### config.mk
export PLATFORM = sky130hd
export DESIGN_NAME = chacha_quarter_round_alu
export DESIGN_NICKNAME = d
export VERILOG_FILES = /design/src/rtl/cqr_pkg.sv /design/src/rtl/chacha_quarter_round_alu.sv /design/src/rtl/cqr_qround.sv /design/src/rtl/cqr_result_sel.sv
export SDC_FILE = /design/constraint.sdc
export NUM_CORES = 1
export LEC_CHECK = 0
export BUFFER_PORTS_ARGS = -buffer_cell sky130_fd_sc_hd__buf_2
export CAP_MARGIN = 20
export CORE_MARGIN = 3
export CORE_UTILIZATION = 25
export CTS_CLUSTER_DIAMETER = 150
export DETAILED_ROUTE_END_ITERATION = 12
export GPL_TIMING_DRIVEN = 0
export PLACE_DENSITY = 0.48
export RECOVER_POWER = 50
export REMOVE_ABC_BUFFERS = 1
export SETUP_SLACK_MARGIN = 0.1
export SLEW_MARGIN = 20
export SYNTH_ARGS = -nofsm -noshare
export SYNTH_HDL_FRONTEND = slang
export SYNTH_SLANG_ARGS = --single-unit
### constraint.sdc
create_clock -name clk -period 22.5 [get_ports clk]
set_input_delay 1.125 -clock clk [delete_from_list [all_inputs] [get_ports clk]]
set_output_delay 1.125 -clock clk [all_outputs]
set_load 0.005 [all_outputs]
### src/rtl/cqr_pkg.sv
// ============================================================================
// cqr_pkg: shared types and constants for the quarter-round execute unit
// Opcode codes, word widths and the fixed rotation amounts of the round.
// ============================================================================
`timescale 1ns / 1ps
`default_nettype none

package cqr_pkg;

	localparam int unsigned XLEN = 64;
	localparam int unsigned WLEN = 32;

	// Operation codes carried on cmd
	typedef enum logic [2:0] {
		CMD_PACK   = 3'd0,
		CMD_PACKH  = 3'd1,
		CMD_PACKHL = 3'd2,
		CMD_QR_AD  = 3'd3,
		CMD_QR_BC  = 3'd4
	} cmd_t;

	typedef logic [XLEN-1:0] xword_t;
	typedef logic [WLEN-1:0] word_t;

	// Fixed rotation amounts of the quarter round
	localparam int unsigned ROT_16 = 16;
	localparam int unsigned ROT_12 = 12;
	localparam int unsigned ROT_8  = 8;
	localparam int unsigned ROT_24 = 24;
	localparam int unsigned ROT_7  = 7;

	// Rotate a word left by a constant amount between 1 and WLEN-1
	function automatic word_t rol32(input word_t x, input int unsigned n);
		rol32 = (x << n) | (x >> (WLEN - n));
	endfunction

endpackage

`default_nettype wire

### src/rtl/chacha_quarter_round_alu.sv
// ============================================================================
// chacha_quarter_round_alu: pack and quarter-round execute unit
// Registers one command per cycle, computes it, and strobes the result.
//
//   channel  | ports                         | handshake
//   ---------+-------------------------------+------------------------------
//   command  | cmd, src_one, src_two         | start high, busy low at edge
//   result   | dest_value                    | done high for one cycle
//
// From acceptance to the done strobe each transaction passes the input
// register, then the result register behind the datapath.
// A new transaction is taken every cycle; busy is held low.
// The path is set by three chained 32-bit adds of the a/d half round.
// Reset clears the valid flags only; the receiver cannot stall.
// ============================================================================
`timescale 1ns / 1ps
`default_nettype none

module chacha_quarter_round_alu (
	input  wire                  clk,
	input  wire                  arst_n,
	input  wire                  start,
	output logic                 busy,
	input  wire [2:0]            cmd,
	input  wire cqr_pkg::xword_t src_one,
	input  wire cqr_pkg::xword_t src_two,
	output logic                 done,
	output cqr_pkg::xword_t      dest_value
);

	logic            valid_s1;
	logic [2:0]      cmd_s1;
	cqr_pkg::xword_t src_one_s1, src_two_s1;
	cqr_pkg::xword_t ad_value, bc_value, sel_value;
	logic            valid_s2;
	cqr_pkg::xword_t dest_s2;
	logic            accept;

	assign busy   = 1'b0;
	assign accept = start & ~busy;

	// Track valid transactions through both stages
	always_ff @(posedge clk or negedge arst_n) begin
		if (!arst_n) begin
			valid_s1 <= 1'b0;
			valid_s2 <= 1'b0;
		end else begin
			valid_s1 <= accept;
			valid_s2 <= valid_s1;
		end
	end

	// Capture the command operands
	always_ff @(posedge clk) begin
		if (accept) begin
			cmd_s1     <= cmd;
			src_one_s1 <= src_one;
			src_two_s1 <= src_two;
		end
	end

	cqr_qround u_qround (
		.src_one  (src_one_s1),
		.src_two  (src_two_s1),
		.ad_value (ad_value),
		.bc_value (bc_value)
	);

	cqr_result_sel u_result_sel (
		.cmd        (cmd_s1),
		.src_one    (src_one_s1),
		.src_two    (src_two_s1),
		.ad_value   (ad_value),
		.bc_value   (bc_value),
		.dest_value (sel_value)
	);

	// Hold the selected result for its strobe cycle
	always_ff @(posedge clk) begin
		if (valid_s1) begin
			dest_s2 <= sel_value;
		end
	end

	assign done       = valid_s2;
	assign dest_value = dest_s2;

endmodule

`default_nettype wire

### src/rtl/cqr_qround.sv
// ============================================================================
// cqr_qround: quarter-round datapath
// Computes the new a/d pair and the new b/c pair from the registered sources.
// ============================================================================
`timescale 1ns / 1ps
`default_nettype none

module cqr_qround (
	input  wire cqr_pkg::xword_t src_one,
	input  wire cqr_pkg::xword_t src_two,
	output cqr_pkg::xword_t      ad_value,
	output cqr_pkg::xword_t      bc_value
);

	cqr_pkg::word_t hi_one, lo_one, hi_two, lo_two;
	cqr_pkg::word_t ad_a1, ad_d1, ad_c1, ad_b1, ad_a2, ad_d2;
	cqr_pkg::word_t bc_d1, bc_c1, bc_b1, bc_c2, bc_b2;

	// Split the sources into 32-bit words
	assign hi_one = src_one[cqr_pkg::XLEN-1:cqr_pkg::WLEN];
	assign lo_one = src_one[cqr_pkg::WLEN-1:0];
	assign hi_two = src_two[cqr_pkg::XLEN-1:cqr_pkg::WLEN];
	assign lo_two = src_two[cqr_pkg::WLEN-1:0];

	// First half: a, d from {a, d} and {b, c}
	always_comb begin
		ad_a1 = hi_one + hi_two;
		ad_d1 = cqr_pkg::rol32(lo_one ^ ad_a1, cqr_pkg::ROT_16);
		ad_c1 = lo_two + ad_d1;
		ad_b1 = cqr_pkg::rol32(hi_two ^ ad_c1, cqr_pkg::ROT_12);
		ad_a2 = ad_a1 + ad_b1;
		ad_d2 = cqr_pkg::rol32(ad_d1 ^ ad_a2, cqr_pkg::ROT_8);
	end

	// Second half: rebuild the intermediate d and c, then finish b and c
	always_comb begin
		bc_d1 = cqr_pkg::rol32(lo_one, cqr_pkg::ROT_24) ^ hi_one;
		bc_c1 = lo_two + bc_d1;
		bc_b1 = cqr_pkg::rol32(hi_two ^ bc_c1, cqr_pkg::ROT_12);
		bc_c2 = bc_c1 + lo_one;
		bc_b2 = cqr_pkg::rol32(bc_b1 ^ bc_c2, cqr_pkg::ROT_7);
	end

	assign ad_value = {ad_a2, ad_d2};
	assign bc_value = {bc_b2, bc_c2};

endmodule

`default_nettype wire

### src/rtl/cqr_result_sel.sv
// ============================================================================
// cqr_result_sel: result selection
// Forms the pack variants and picks the destination value by opcode.
// ============================================================================
`timescale 1ns / 1ps
`default_nettype none

module cqr_result_sel (
	input  wire [2:0]            cmd,
	input  wire cqr_pkg::xword_t src_one,
	input  wire cqr_pkg::xword_t src_two,
	input  wire cqr_pkg::xword_t ad_value,
	input  wire cqr_pkg::xword_t bc_value,
	output cqr_pkg::xword_t      dest_value
);

	// Decode the opcode; unused codes give zero
	always_comb begin
		unique case (cmd)
			cqr_pkg::CMD_PACK:
				dest_value = {src_two[cqr_pkg::WLEN-1:0], src_one[cqr_pkg::WLEN-1:0]};
			cqr_pkg::CMD_PACKH:
				dest_value = {src_two[cqr_pkg::XLEN-1:cqr_pkg::WLEN],
					src_one[cqr_pkg::XLEN-1:cqr_pkg::WLEN]};
			cqr_pkg::CMD_PACKHL:
				dest_value = {src_two[cqr_pkg::XLEN-1:cqr_pkg::WLEN],
					src_one[cqr_pkg::WLEN-1:0]};
			cqr_pkg::CMD_QR_AD: dest_value = ad_value;
			cqr_pkg::CMD_QR_BC: dest_value = bc_value;
			default:            dest_value = '0;
		endcase
	end

endmodule

`default_nettype wire

Word-level counts from Yosys, hierarchy flattened

Index checks and enable logic that the tools add are counted.

Register bits: 197
Bits of input ports: 134
Output and inout port bits: 66
Word-level logic and storage cells: 29

$add $sub $neg: 5
Equal/unequal tests: 4
Mux-type cells: 1
Bitwise operators: 12
Reduce and logical (&&, ||, !) cells: 1

Operators with widths:

| kind                                          | number |
|---|---|
| one-hot mux 64 bit (5 select lines)           | 1 |
| bitwise XOR 32 bit                            | 6 |
| adder 32 bit                                  | 5 |
| OR 32 x 12 -> 32 bit                          | 2 |
| OR 32 x 16 -> 32 bit                          | 1 |
| OR 32 x 24 -> 32 bit                          | 1 |
| OR 32 x 7 -> 32 bit                           | 1 |
| OR 32 x 8 -> 32 bit                           | 1 |
| == test 3 x 2 -> 1 bit, second input constant | 2 |
| == test 3 x 1 -> 1 bit, second input constant | 1 |
| == test 3 bit, second input constant          | 1 |
| zero test 3 bit                               | 1 |

Depth between registers and ports, before layout

Gate-level depths: netlist (run 1).

Depth after elaboration: 10
Gate-level depth with buffers: 34
Mapped depth without buffers: 34

Hierarchy

A second synthesis (run 1) with hierarchy kept.

Cell total of the unflattened synthesis: 1767
Area total of the unflattened synthesis: 17863.4 sq um

Modules (own cells, without submodules):

| module                   | instances | cells each | area each (sq um) | seq. area each (sq um) |
|---|---|---|---|---|
| cqr_qround               | 1         | 1265       | 9636.7            | 0.0 |
| chacha_quarter_round_alu | 1         | 199        | 5916.9            | 5905.7 |
| cqr_result_sel           | 1         | 303        | 2309.7            | 0.0 |

Worst setup path before layout (run 1)

Ideal clock, no wire load.

Path type: register -> register
Start: reg src_two_s1[32]
End: reg dest_s2[5] (netlist: dest_value[5]), data pin
Library setup time: 261 ps
Data arrival time: 7101 ps
Data required time: 22239 ps
Path slack: 15138 ps
Stages on the path, launching flop included: 32
Buffers on the path: 0
Period minus slack after synthesis: 7362 ps
Cell sequence: edfxtp_1 ha_1 fa_1 a211oi_1 o211ai_1 nand4_1 a31oi_1 a221oi_2 o21bai_1 o31ai_2 xnor3_1 ha_1 a21oi_1 o21ai_0 a311oi_1 a31oi_1 a311o_1 a41o_1 a21o_1 a21oi_1 xnor2_1 ha_1 a21oi_1 o21ai_0 a221oi_1 o31a_2 o21ai_1 a21oi_2 o221ai_1 a21oi_1 xnor3_1 a221o_1

Word-level cells in the longest chain between the ends: 10

RTL lines:

| item                                  | RTL line                       | RTL |
|---|---|---|
| from (decl)                           | chacha_quarter_round_alu.sv:33 | `cqr_pkg::xword_t src_one_s1, src_two_s1;` |
| from (signal assigned)                | chacha_quarter_round_alu.sv:58 | `src_two_s1 <= src_two;` |
| adder 32 bit                          | cqr_qround.sv:27               | `ad_a1 = hi_one + hi_two;` |
| bitwise XOR 32 bit                    | cqr_qround.sv:28               | `ad_d1 = cqr_pkg::rol32(lo_one ^ ad_a1, cqr_pkg::ROT_16);` |
| OR 32 x 16 -> 32 bit                  | cqr_pkg.sv:34                  | `rol32 = (x << n) \| (x >> (WLEN - n));` |
| adder 32 bit                          | cqr_qround.sv:29               | `ad_c1 = lo_two + ad_d1;` |
| bitwise XOR 32 bit                    | cqr_qround.sv:30               | `ad_b1 = cqr_pkg::rol32(hi_two ^ ad_c1, cqr_pkg::ROT_12);` |
| OR 32 x 12 -> 32 bit                  | cqr_pkg.sv:34                  |  |
| adder 32 bit                          | cqr_qround.sv:31               | `ad_a2 = ad_a1 + ad_b1;` |
| bitwise XOR 32 bit *                  | cqr_qround.sv:32               | `ad_d2 = cqr_pkg::rol32(ad_d1 ^ ad_a2, cqr_pkg::ROT_8);` |
| OR 32 x 8 -> 32 bit *                 | cqr_pkg.sv:34                  |  |
| one-hot mux 64 bit (5 select lines) * | cqr_result_sel.sv:19           | `unique case (cmd)` |
| named net sel_value[5]                | chacha_quarter_round_alu.sv:34 | `cqr_pkg::xword_t ad_value, bc_value, sel_value;` |
| to (signal assigned)                  | chacha_quarter_round_alu.sv:81 | `dest_s2 <= sel_value;` |
| to (decl)                             | chacha_quarter_round_alu.sv:36 | `cqr_pkg::xword_t dest_s2;` |

Mark *: on every way through the listed nets, which the timed path passes. The rest lies on a longest branch.
A chain may end at the register's enable or synchronous reset.

Worst setup path in the final report (run 1)

Start: reg src_one_s1[32]
End: reg dest_s2[5] (netlist: dest_value[5]), data pin

Word-level cells in the longest chain between the ends: 10
Elaborated cells on any way between the ends: 13
Classes of those cells: 5 x add/sub; 1 x mux; 7 x bitwise

RTL lines:

| item                                  | RTL line                       | RTL |
|---|---|---|
| from (decl)                           | chacha_quarter_round_alu.sv:33 |  |
| from (signal assigned)                | chacha_quarter_round_alu.sv:57 | `src_one_s1 <= src_one;` |
| adder 32 bit                          | cqr_qround.sv:27               |  |
| bitwise XOR 32 bit                    | cqr_qround.sv:28               |  |
| OR 32 x 16 -> 32 bit                  | cqr_pkg.sv:34                  |  |
| adder 32 bit                          | cqr_qround.sv:29               |  |
| bitwise XOR 32 bit                    | cqr_qround.sv:30               |  |
| OR 32 x 12 -> 32 bit                  | cqr_pkg.sv:34                  |  |
| adder 32 bit                          | cqr_qround.sv:31               |  |
| bitwise XOR 32 bit                    | cqr_qround.sv:32               |  |
| OR 32 x 8 -> 32 bit                   | cqr_pkg.sv:34                  |  |
| one-hot mux 64 bit (5 select lines) * | cqr_result_sel.sv:19           |  |
| named net sel_value[5]                | chacha_quarter_round_alu.sv:34 |  |

Marked as above.

==> results of run 1 <==
layout by cell type (no fill, tap or decap), drive strengths merged, types with 9 or more instances in the layout:
cell type  synthesis  final
buf                3    199
xnor2            197    197
edfxtp           195    195
a21oi            187    187
ha               161    161
xor2             129    129
nor2             126    126
nand2            107    107
a21o              79     79
o21ai             77     77
inv               52     55
nor2b             42     42
clkbuf            48     36
mux2i             34     34
nand3             28     28
o221ai            28     28
nor3              26     26
a31oi             25     25
o22ai             23     23
a211oi            19     19
and3              18     18
mux2              18     18
o21a              16     16
o21bai            15     15
nand2b            14     14
o31ai             13     13
and2              12     12
xnor3             11     11
o211ai            10     10
nand4              9      9
worst max-delay path, delay by kind of cell, from the launching register on:
family | cells | cell delay, ns
flip-flops | 1 | 0.51
XOR/XNOR | 3 | 0.81
adder cells (fa/ha/maj) | 4 | 1.44
AND/OR/NAND/NOR | 1 | 0.20
AO/OA/AOI/OAI | 23 | 6.96
synth_stat cells, drive strengths merged, types with 6 or more instances:
master / number / area [µm²]
mux2i: 34 / 340
or3: 6 / 42.5
ha: 161 / 2010
o22ai: 23 / 144
xor2: 129 / 1130
inv: 52 / 195
o21ai: 77 / 389
a211oi: 19 / 148
and3: 18 / 113
nand2: 107 / 402
and2: 12 / 75.1
mux2: 18 / 203
nand4: 9 / 56.3
nor2b: 42 / 263
nand2b: 14 / 87.6
a211o: 6 / 52.6
xnor3: 11 / 248
o21a: 16 / 120
o211ai: 10 / 85.1
nand3: 28 / 140
nor2: 126 / 473
a31oi: 25 / 163
a21o: 79 / 593
clkbuf: 48 / 180
o31ai: 13 / 103
xnor2: 197 / 1740
edfxtp: 195 / 5860
a21oi: 187 / 947
nor3: 26 / 130
a31o: 6 / 52.6
or2: 7 / 43.8
o221ai: 28 / 245
o21bai: 15 / 116
kinds of logic (layout without fill, tap and decap cells):
logic type,count (synthesis),count (layout),share of synthesized area
muxes,52,52,0.0307
AOI/OAI and AO/OA,556,556,0.208
xor gates and xnor gates,337,337,0.177
adders and majority gates,166,166,0.120
other,1,1,0.000212
buffers and inverters,103,299,0.0222
DFF,197,197,0.334
and+or+nand+nor,405,405,0.108
flip-flops by register name, summed over array words and instances (netlist names):
name,flops
src_two_s1,64
dest_value,64
valid_s1,1
src_one_s1,64
cmd_s1,3
done,1
per-layer routing:
metal / wire (µm) / share of wire / up-vias / GRT usage
met5: 0 / 0 / - / 0
met4: 3910 / 0.048 / 0 / 0.103
met3: 3960 / 0.049 / 113 / 0.0313
met2: 37700 / 0.47 / 562 / 0.353
met1: 35000 / 0.43 / 7463 / 0.276
li1: - / - / 7133 / -
report_power, final:
group          internal [mW]  switching [mW]
combinational          0.970            1.65
clock                  0.161           0.145
sequential             0.486          0.0633
through the flow:
stage / area [µm²] / power (mW)
finish: 20500 / 3.48
CTS: 20600 / 3.46
detailed placement: 20000 / 3.13
floorplan: 17500 / 2.21
global placement: 19600 / 3.13
global route: 20500 / 3.66
cell type report:
cell class	count	area, µm²
flip-flops and latches	197	5910
clock buffers	17	425
clock inverters	12	131
inverters	52	195
fillers	7346	48800
well taps	931	1160
repair buffers	218	1310
multi-input cells	1517	11400
worst min-delay path by stage:
stage	from	end	slack (ns)	depth (start not counted)
floorplan	src_one_s1[52]	dest_value[20]	0.68	2
global route	arst_n	done	0.36	1
global placement	src_one_s1[32]	dest_value[0]	0.86	2
finish	arst_n	done	0.39	1
CTS	arst_n	valid_s1	0.34	1
detailed placement	valid_s1	done	0.81	0
==> metrics.md, run 1 <==
| Metric | Value |
|---|---|
| Least-Margin Pin Slew | 3.76 ns |
| Critical Path Source Type | register |
| DR vias | 15300 |
| Slew margin rel. | -1.51 |
| Setup violations, final | 0 |
| Fin. max-slew vios | 99 |
| TNS Setup | 0 ns |
| Leakage power | 8.30 nW |
| Fin cells | 2944 |
| Largest net degree at the start of global routing | 73 |
| Final count of hold timing violations | 0 |
| Placed instance count | 2915 |
| Synth warn | 0 |
| Unique masters post-synth | 85 |
| Number of flops mapped to enable cells by yosys | 195 |
| CTS Hold Buffers Added | 0 |
| P&R area growth vs syn | 16.1% |
| Main synth FF type | edfxtp_1 |
| Maxcap violations | 2 |
| Critical Path AT | 10.46 ns |
| Chip Height | 272 µm |
| Worst R2R Start | src_one_s1[32] |
| Failing checks | max-capacitance violations, max-slew violations |
| H-tree depth | 4 |
| GP Congestion | 0.995 |
| Total CTS buffers | 17 |
| Worst path required time | 22.74 ns |
| Hold/Removal Path Class | in2async |
| Minimum clock period | 10.22 ns |
| Core box area | 69300 µm² |
| Final core occ | 0.296 |
| ANT nets after route | 0 |
| Worst setup margin | 12.28 ns |
| Power Density | 169 nW/µm² |
| Sequential fraction of the synthesis area | 0.334 |
| CTS max path bufs | 2 |
| Ports | 200 |
| DRC Markers | 0 |
| Critical Path End Type | register |
| Syn Area/Cell | 9.72 µm² |
| Post-Syn Area | 17700 µm² |
| Antenna Cells | 0 |
| Die X | 272 µm |
| Worst setup path start | src_one_s1[32] |
| Via density | 5.19 |
| All-layer global routing usage | 0.215 |
| Wire length per cell | 27.4 µm |
| Fin crit share | 0.454 |
| Setup Fix Bufs, Post-CTS | 0 |
| TritonCTS clock tree | built |
| Clock skew | 0.0129 ns |
| Die ar. | 73900 µm² |
| Initial core utilization | 0.255 |
| CTS root buf | clkbuf_16 |
| R2r worst-path depth | 31 |
| CP endpoint | dest_value[5] |
| Grt total ovfl | 0 |
| Fmax | 0.0978 GHz |
| Site row count | 96 |
| Crit-path slowest cell | a221oi_2 |
| Nets | 2303 |
| Slowest stage delay, CP | 0.67 ns |
| Antenna violations before repair | 2 |
| Post-synthesis cell count | 1817 |
| Worst R2R End | dest_value[5] |
| RSZ-0062 raised after global routing | no |
| Maximum VDD drop | 0.0788 mV |
| Worst-path clk slew | 0.07 ns |
| Clock Sinks | 197 |
| Skew-Pair Late Insertion Delay | 0.50 ns |
| Port bufs | 198 |
| First-pass GRT wire length | 112000 µm |
| Pre-CTS WS | 12.52 ns |
| Outcome | complete, but fails checks |
| Kind of critical path | reg2reg |
| WL final | 80600 µm |
| Worst Path Max Fanout | 4 |
| CP dominant cell by count | a21oi_1 |
| Vias in the first global route | 15100 |
| Synth async-reset ratio | 0.0102 |
| DP Wirelength | 68000 µm |
| TritonRoute pass-1 iters | 5 |
| Share of layout cells above drive strength 1 | 0.138 |
| Smallest hold slack | 0.395 ns |
| Seq cells post-synth | 197 |
| Number of gates resized after cts | 0 |
| Iteration-0 DRC Markers | 1386 |
| Register-to-register path setup slack | 12.28 ns |
No activity file was read; power rests on OpenSTA's default activity.
==> run 2, diff against run 1 <==
- ABC_AREA: unset -> 1
- PLACE_DENSITY: 0.48 -> 0.49
- clock period: 22.5 -> 8.7 ns (I/O delays scaled with it)
==> metrics.md, run 2 <==
| Metric | Value |
|---|---|
| Site row count | 101 |
| Fin crit share | 0.923 |
| Minimum clock period | 8.03 ns |
| Worst setup path start | src_two_s1[48] |
| Least-Margin Pin Slew | 3.96 ns |
| ANT nets after route | 0 |
| P&R area growth vs syn | 14.8% |
| Commonest non-fill, non-tap cell in the layout | nand2_1 |
| Outcome | complete, but fails checks |
| Maxcap violations | 2 |
| TritonRoute pass-1 iters | 8 |
| Setup violations, final | 0 |
| CP dominant cell by count | nand2_1 |
| Critical Path End Type | register |
| Clock Sinks | 197 |
| Most frequent cells in the layout | nand2_1 (767), inv_1 (377), nand3_1 (223) |
| Syn Area/Cell | 7.15 µm² |
| CTS max path bufs | 2 |
| Final count of hold timing violations | 0 |
| Die ar. | 80900 µm² |
| Fmax | 0.125 GHz |
| Hold/Removal Path Class | in2reg |
| All-layer global routing usage | 0.246 |
| Die X | 284 µm |
| DR vias | 20000 |
| Worst R2R Start | src_two_s1[48] |
| Failing checks | max-capacitance violations, max-slew violations |
| Number of gates resized after cts | 0 |
| Filler instances | 8503 |
| Worst Path Max Fanout | 6 |
| Chip Height | 284 µm |
| Initial core utilization | 0.254 |
| Ports | 200 |
| Post-synthesis cell count | 2712 |
| Grt total ovfl | 0 |
| Sequential Power Share | 0.177 |
| Worst-path clk slew | 0.08 ns |
| GP Congestion | 1.05 |
| Post-Syn Area | 19400 µm² |
| Synth top area share | 0.302 |
| RSZ-0062 raised after global routing | no |
| Placed instance count | 3923 |
| Vias in the first global route | 18500 |
| Worst path required time | 8.91 ns |
| Fin cells | 3959 |
| First-pass GRT wire length | 139000 µm |
| Critical Path Source Type | register |
| Largest net degree at the start of global routing | 70 |
| Critical Path AT | 8.23 ns |
| Synth warn | 0 |
| DRC Markers | 0 |
| CTS root buf | clkbuf_16 |
| Sequential fraction of the synthesis area | 0.305 |
| Largest cells by area after synthesis | edfxtp_1 (30%), nand2_1 (15%), ha_1 (10%), inv_1 (7.3%), xor2_1 (6.7%) |
| Share of layout cells above drive strength 1 | 0.0906 |
| Kind of critical path | reg2reg |
| WL final | 102000 µm |
| Crit-path slowest cell | edfxtp_1 |
| Total CTS buffers | 17 |
| Pint | 3.31 mW |
| Number of flops mapped to enable cells by yosys | 195 |
| Most frequent cell after synthesis | nand2_1 |
| Leakage power | 10.6 nW |
| H-tree depth | 4 |
| Slowest stage delay, CP | 0.86 ns |
| Reg area | 5910 µm² |
| DP Wirelength | 87700 µm |
| Synth async-reset ratio | 0.0102 |
| Hold_sp | src_two[11] |
| Unique masters post-synth | 55 |
| Biggest area consumer among synthesized cells | edfxtp_1 |
| Port bufs | 198 |
| Fin. max-slew vios | 135 |
| Antenna violations before repair | 4 |
| Switch Pwr | 4.77 mW |
| Wire length per cell | 25.9 µm |
| Nets | 3213 |
| Core box area | 76300 µm² |
| Smallest hold slack | 0.0953 ns |
| Sw Share | 0.590 |
| Gate power share | 0.720 |
| Seq cells post-synth | 197 |
| Iteration-0 DRC Markers | 2048 |
| Clock share of power | 0.103 |
| Clock skew | 0.0198 ns |
| Maximum VDD drop | 0.175 mV |
| Area of the multi-input gates | 12000 µm² |
| Skew-Pair Late Insertion Delay | 0.51 ns |
| Commonest cells post-synth | nand2_1 (769), inv_1 (379), nand3_1 (223) |
| Slew margin rel. | -1.64 |
| Final core occ | 0.292 |
| Main synth FF type | edfxtp_1 |
| TritonCTS clock tree | built |
| Via density | 5.06 |
| Power Density | 363 nW/µm² |
## run 2: routing by layer
| metal | global-route usage | routed length [µm] |
|---|---|---|
| met1 | 0.340 | 45000 |
| met2 | 0.385 | 44900 |
| met3 | 0.0432 | 8610 |
| met4 | 0.0881 | 3990 |
| met5 | 0 | 0 |
## run 2: critical path: cells and delay by family (launching register included)
family          cells  cell delay [ns]
compound gates      6             1.49
xor+xnor            1             0.28
fa+ha+maj           4             1.56
buf+inv             4             0.43
flops               1             0.86
simple gates       20             3.08
## run 2: path summary, 6_finish.rpt
check | endpoint | slack, ns | cells past startpoint
max | dest_value[52] | 0.67 | 35
min | src_two_s1[11] | 0.1 | 1
max reg2reg | dest_value[52] | 0.67 | 35
min reg2reg | dest_value[31] | 0.73 | 2
max in group asynchronous | done | 8.35 | 2
min in group asynchronous | valid_s1 | 0.23 | 2
## run 2: what timing repair did
action / 4_1_cts / 5_1_grt
setup buffers: 0 / 0
hold buffers: 1 / 0
endpoints found under the hold margin: 2 / 0
## run 2: final cells by class
| cell class | count | area share |
|---|---|---|
| inverter | 379 | 0.0639 |
| clock inverter | 14 | 0.00731 |
| tap | 1030 | 0.0579 |
| sequential | 197 | 0.265 |
| clock buffer | 18 | 0.0193 |
| multi-input combinational | 2108 | 0.537 |
| antenna | 3 | 0.000337 |
| timing repair buffer | 210 | 0.0488 |
## run 2: stage by stage
step | cell area (µm²) | setup slack, ns | power [mW] | TNS (ns)
after floorplan | 19300 | 3.21 | 4.81 | 0
after global placement | 21500 | -1.10 | 7.07 | -10.43
final | 22300 | 0.671 | 8.07 | 0
after detailed placement | 21700 | 0.947 | 7.04 | 0
after global routing | 22300 | 0.430 | 8.55 | 0
after CTS | 22300 | 0.873 | 7.93 | 0
## run 2: kinds of logic after synthesis
group / after synthesis / synth area share
AO/OA/AOI/OAI: 424 / 0.129
XOR/XNOR: 200 / 0.0930
adder cells (fa/ha/maj): 166 / 0.109
buffers and inverters: 407 / 0.0791
flip-flops: 197 / 0.305
other: 1 / 0.000193
AND/OR/NAND/NOR: 1317 / 0.285
## run 2: power groups by stage
| stage | clock network [mW] | logic [mW] | registers (mW) |
|---|---|---|---|
| after floorplan | 0 | 3.47 | 1.34 |
| after global placement | 0 | 5.61 | 1.46 |
| after detailed placement | 0 | 5.60 | 1.44 |
| after CTS | 0.866 | 5.64 | 1.42 |
| after global routing | 0.899 | 6.22 | 1.43 |
| final | 0.832 | 5.81 | 1.43 |
